File: src/rtl/asbf_pkg.sv
package asbf_pkg;

   localparam int DEPTH_DEFAULT      = 1024;
   localparam int VALUE_BITS_DEFAULT = 30;

   localparam int COUNT_BITS     = 11;
   localparam int INDEX_BITS     = 10;
   localparam int NEW_VALUE_BITS = 30;
   localparam int SUM_BITS       = 40;
   localparam int EPOCH_BITS     = 16;

   localparam logic [COUNT_BITS-1:0] COUNT_RESET = 11'd1024;

   localparam logic MODE_WRITE = 1'b0;
   localparam logic MODE_FILL  = 1'b1;

   typedef struct packed {
      logic                      mode;
      logic [INDEX_BITS-1:0]     entry_index;
      logic [NEW_VALUE_BITS-1:0] new_value;
   } req_type;

   typedef struct packed {
      logic [SUM_BITS-1:0] total;
      logic                bad_index;
   } rsp_type;

   // epoch tracker status toward the datapath
   typedef struct packed {
      logic                  busy;
      logic                  wrap;
      logic [EPOCH_BITS-1:0] epoch;
   } epoch_stat_type;

endpackage

File: src/rtl/asbf_epoch.sv
module asbf_epoch
   import asbf_pkg::*;
#(
   parameter int DEPTH = DEPTH_DEFAULT,
   localparam int ADDR_BITS = (DEPTH > 1) ? $clog2(DEPTH) : 1
) (
   input  logic                 clock,
   input  logic                 reset,
   input  logic                 fill,
   output epoch_stat_type       stat,
   output logic [ADDR_BITS-1:0] sweep_addr
);

   localparam logic [ADDR_BITS-1:0]  LAST_ADDR = ADDR_BITS'(DEPTH - 1);
   localparam logic [EPOCH_BITS-1:0] EPOCH_ONE = EPOCH_BITS'(1);

   logic                  busy_ff, busy_in;
   logic [ADDR_BITS-1:0]  addr_ff, addr_in;
   logic [EPOCH_BITS-1:0] epoch_ff, epoch_in;
   logic                  wrap;

   assign wrap = (epoch_ff == {EPOCH_BITS{1'b1}});

   always_comb begin
      busy_in  = busy_ff;
      addr_in  = addr_ff;
      epoch_in = epoch_ff;
      if (busy_ff) begin
         if (addr_ff == LAST_ADDR) begin
            busy_in = 1'b0;
            addr_in = '0;
         end else begin
            addr_in = addr_ff + ADDR_BITS'(1);
         end
      end
      if (fill) begin
         if (wrap) begin
            // tags run out: restart at one and retag every entry stale
            epoch_in = EPOCH_ONE;
            busy_in  = 1'b1;
            addr_in  = '0;
         end else begin
            epoch_in = epoch_ff + EPOCH_ONE;
         end
      end
   end

   always_ff @(posedge clock) begin
      if (reset) begin
         busy_ff  <= 1'b1;
         addr_ff  <= '0;
         epoch_ff <= EPOCH_ONE;
      end else begin
         busy_ff  <= busy_in;
         addr_ff  <= addr_in;
         epoch_ff <= epoch_in;
      end
   end

   assign stat.busy  = busy_ff;
   assign stat.wrap  = wrap;
   assign stat.epoch = epoch_ff;
   assign sweep_addr = addr_ff;

endmodule

File: config.mk
export PLATFORM = sky130hd
export DESIGN_NAME = asbf_epoch
export DESIGN_NICKNAME = d
export VERILOG_FILES = /design/src/rtl/asbf_pkg.sv /design/src/rtl/asbf_epoch.sv
export SDC_FILE = /design/constraint.sdc
export NUM_CORES = 1
export LEC_CHECK = 0
export ABC_AREA = 1
export BUFFER_PORTS_ARGS = -buffer_cell sky130_fd_sc_hd__buf_2
export CAP_MARGIN = 20
export CORE_UTILIZATION = 40
export DETAILED_ROUTE_END_ITERATION = 12
export PLACE_DENSITY = 0.62
export SYNTH_ARGS = -nofsm -noshare
export SYNTH_HDL_FRONTEND = slang
export SYNTH_SLANG_ARGS = --single-unit
File: constraint.sdc
create_clock -name clock -period 1.3 [get_ports clock]
set_input_delay 0.195 -clock clock [delete_from_list [all_inputs] [get_ports clock]]
set_output_delay 0.195 -clock clock [all_outputs]
set_load 0.02 [all_outputs]
==> reports/results.ini <==
[global_route]
grt_overflow_total = 0
grt_max_degree = 15
track_usage_pct = 19.5
grt_pass1_wl_um = 6170
grt_pass1_vias = 1360
antenna_found_initial = 0

[clock_network]
htree_levels = 1
cts_max_path_buffers = 2
cts_buffers = 3
cts_tree = yes
cts.sinks = 27
cts.root.buffer_cell = clkbuf_8
cts.clk_slew.worst_paths_ns = 0.09
clk_latency_ns = 0.27

[flow_run]
cap_violations = 0

[yosys]
syn_avg_cell_area_um2 = 7.27
syn_inst = 204
synth_xor_xnor_area_share_pct = 5.91
synth_top_family_by_area = simple AND/OR/NAND/NOR gates
ys_types = 28
synth_area_um2 = 1480
synth-simple-area-share_pct = 41.7
syn_nets = 209
synth-warning-count = 0
synth_mux_area_share_pct = 0.675
ys_seq_area_share_pct = 36.5
synth_fa_ha_area_share_pct = 1.69
ys_ff_latch = 27
synth_compound_area_share_pct = 4.98

[timing]
period_needed_ns = 1.54
final-hold-violation-count = 0
holdWs_ns = 0.169
period_share_pct = 119
fmax_mhz = 648
final.setup.worst_slack_ns = -0.242
drv_slew = 0
slew_headroom_pct = 80.6
worstMarginPinSlew_ns = 0.291
rsz0062_at_grt = yes
finalSetupViolCount = 27
fin_skew_ns = 0.00315

[critical_path]
criticalPathCategory = register to register
required_ns = 1.47
startpoint_type = register
critPathCaptureType = register
cp_max_fo = 5
cp.arrival_ns = 1.71

[cells_and_area]
layout_common_cells = buf_4 (37), nand2_1 (35), buf_2 (29)
final_cell_count_no_fill = 319
diodes = 0
layout_commonest_cell = buf_4
drive_above_1_share_pct = 44.7
fillerInstances = 325
nNetsFinal = 279
utilization_pct = 62.1
area_growth_pct = 44.1

[power_and_ir_drop]
pwr_density_cell_nw_per_um2 = 734
netSwitchingFraction_pct = 25.0
combPwrFrac_pct = 14.6
clock_power_share_pct = 30.3
internal_power_w = 0.00118
seq_power_share_pct = 55.1
ir_drop_mv = 0.680
p_switching_w = 0.000392
leakagePower_nw = 0.982

[worst_hold_path]
hold_path_class = input port to register

[drt]
vias = 1501
ant_nets = 0
wl_per_cell_um = 11.2
first_pass_iters = 4
drt_iter0_drc = 56
post-route-drc-count = 0
vias_per_cell = 4.71
wirelength_um = 3580

[run_status]
status = complete, but fails checks
failed_checks = setup timing

[die]
start_util_pct = 43.1
core-area_um2 = 3440
pin_count = 31
dieHeight_um = 62.9
rows = 21
die_w_um = 62.9
die_area_um2 = 3950

[placed_design]
gp_congestion = 0.889
dp.cells = 305
dp_hpwl_um = 2680
portBuffers = 30

==> power by group through the flow <==
stage	sequential [W]	combinational, W	clock, W
finish	0.000865	0.000229	0.000475
global route	0.000867	0.000251	0.000538
CTS	0.000864	0.000210	0.000490
detailed placement	0.000886	0.000184	0
global placement	0.000885	0.000185	0
floorplan	0.000911	0.0000807	0
==> flip-flops by register name (all words and copies together), names as in the netlist <==
| signal | cells |
|---|---|
| epoch_ff | 16 |
| busy_ff | 1 |
| sweep_addr | 10 |
==> Yosys cell counts <==
library cell,n,share of area [%]
mux2i_1,1,0.68
clkbuf_1,1,0.25
nand3_4,2,2.4
ha_1,2,1.7
nor3_1,4,1.4
a21oi_2,1,0.59
nor2_4,1,0.76
o21ai_0,4,1.4
xor2_1,6,3.5
nand2_8,1,1.4
nand4_1,8,3.4
or2_0,1,0.42
xnor2_1,4,2.4
nand3_2,1,0.68
nor3_2,1,0.68
nand2_1,37,9.4
nor3b_1,1,0.51
inv_1,26,6.6
dfxtp_1,27,36
nand3_1,23,7.8
o31ai_1,1,0.51
nor2_1,25,6.3
nand2_2,1,0.42
nor2_2,15,6.3
clkinv_1,1,0.25
buf_4,3,1.5
o21bai_1,3,1.5
a21oi_1,3,1.0
==> stage by stage <==
| stage | TNS [ns] | area, um2 | worst slack [ns] | total power, W |
|---|---|---|---|---|
| 2_1_floorplan | -0.556 | 1520 | -0.0457 | 0.000992 |
| 3_3_place_gp | -0.366 | 1920 | -0.0282 | 0.00107 |
| 3_5_place_dp | -1.01 | 1920 | -0.0742 | 0.00107 |
| 4_1_cts | -2.13 | 2050 | -0.249 | 0.00156 |
| 5_1_grt | -6.54 | 2140 | -0.325 | 0.00166 |
| 6_report | -4.75 | 2140 | -0.242 | 0.00157 |
==> final cells by class <==
cell class              count  area (um2)  area share, %
clock buffers               4        45.0           2.11
well taps                  46        57.6           2.69
flip-flops and latches     27         557           26.1
inverters                  27         101           4.74
repair buffers             67         434           20.3
multi-input cells         148         942           44.1
==> repair_timing <==
action                     CTS  global route
gates resized for setup     10            13
buffers inserted             4             4
setup endpoints to repair   21            27
cloned                       2             0
pin swaps                    5             3
hold buffers                 0             0
==> metal layers <==
layer  routed length [um]  global-route usage, %  part of all wire (%)  up-vias
met2                 1560                   29.2                    44       30
met5                    0                      0                     0        -
met4                   27                   4.36                  0.75        0
met3                  122                   4.56                   3.4        2
li1                     -                      -                     -      795
met1                 1870                   28.0                    52      674
==> cell families after synthesis <==
family / after synthesis
AOI/OAI and AO/OA: 12
xor gates and xnor gates: 10
adders and majority gates: 2
buffers and inverters: 31
DFF: 27
muxes: 1
and+or+nand+nor: 121
==> path summary, 6_finish.rpt <==
check | from | end | slack [ns] | cells after the start
setup / recovery | epoch_ff[1]$_SDFFE_PP0P_ | sweep_addr[3]$_SDFF_PP0_ | -0.24 | 8
hold / removal | reset | epoch_ff[8]$_SDFFE_PP0P_ | 0.17 | 2
setup reg to reg | epoch_ff[1]$_SDFFE_PP0P_ | sweep_addr[3]$_SDFF_PP0_ | -0.24 | 8
hold reg to reg | epoch_ff[12]$_SDFFE_PP0P_ | epoch_ff[12]$_SDFFE_PP0P_ | 0.54 | 2
==> critical path: stages (launching register included) <==
cell	delay [ns]
dfxtp_4	0.37
ha_4	0.13
buf_4	0.10
buf_6	0.10
nand3_4	0.08
nor3_4	0.25
nand3_4	0.21
nand3_4	0.17
nor2_2	0.04
Power figures use the tool's default switching activity.
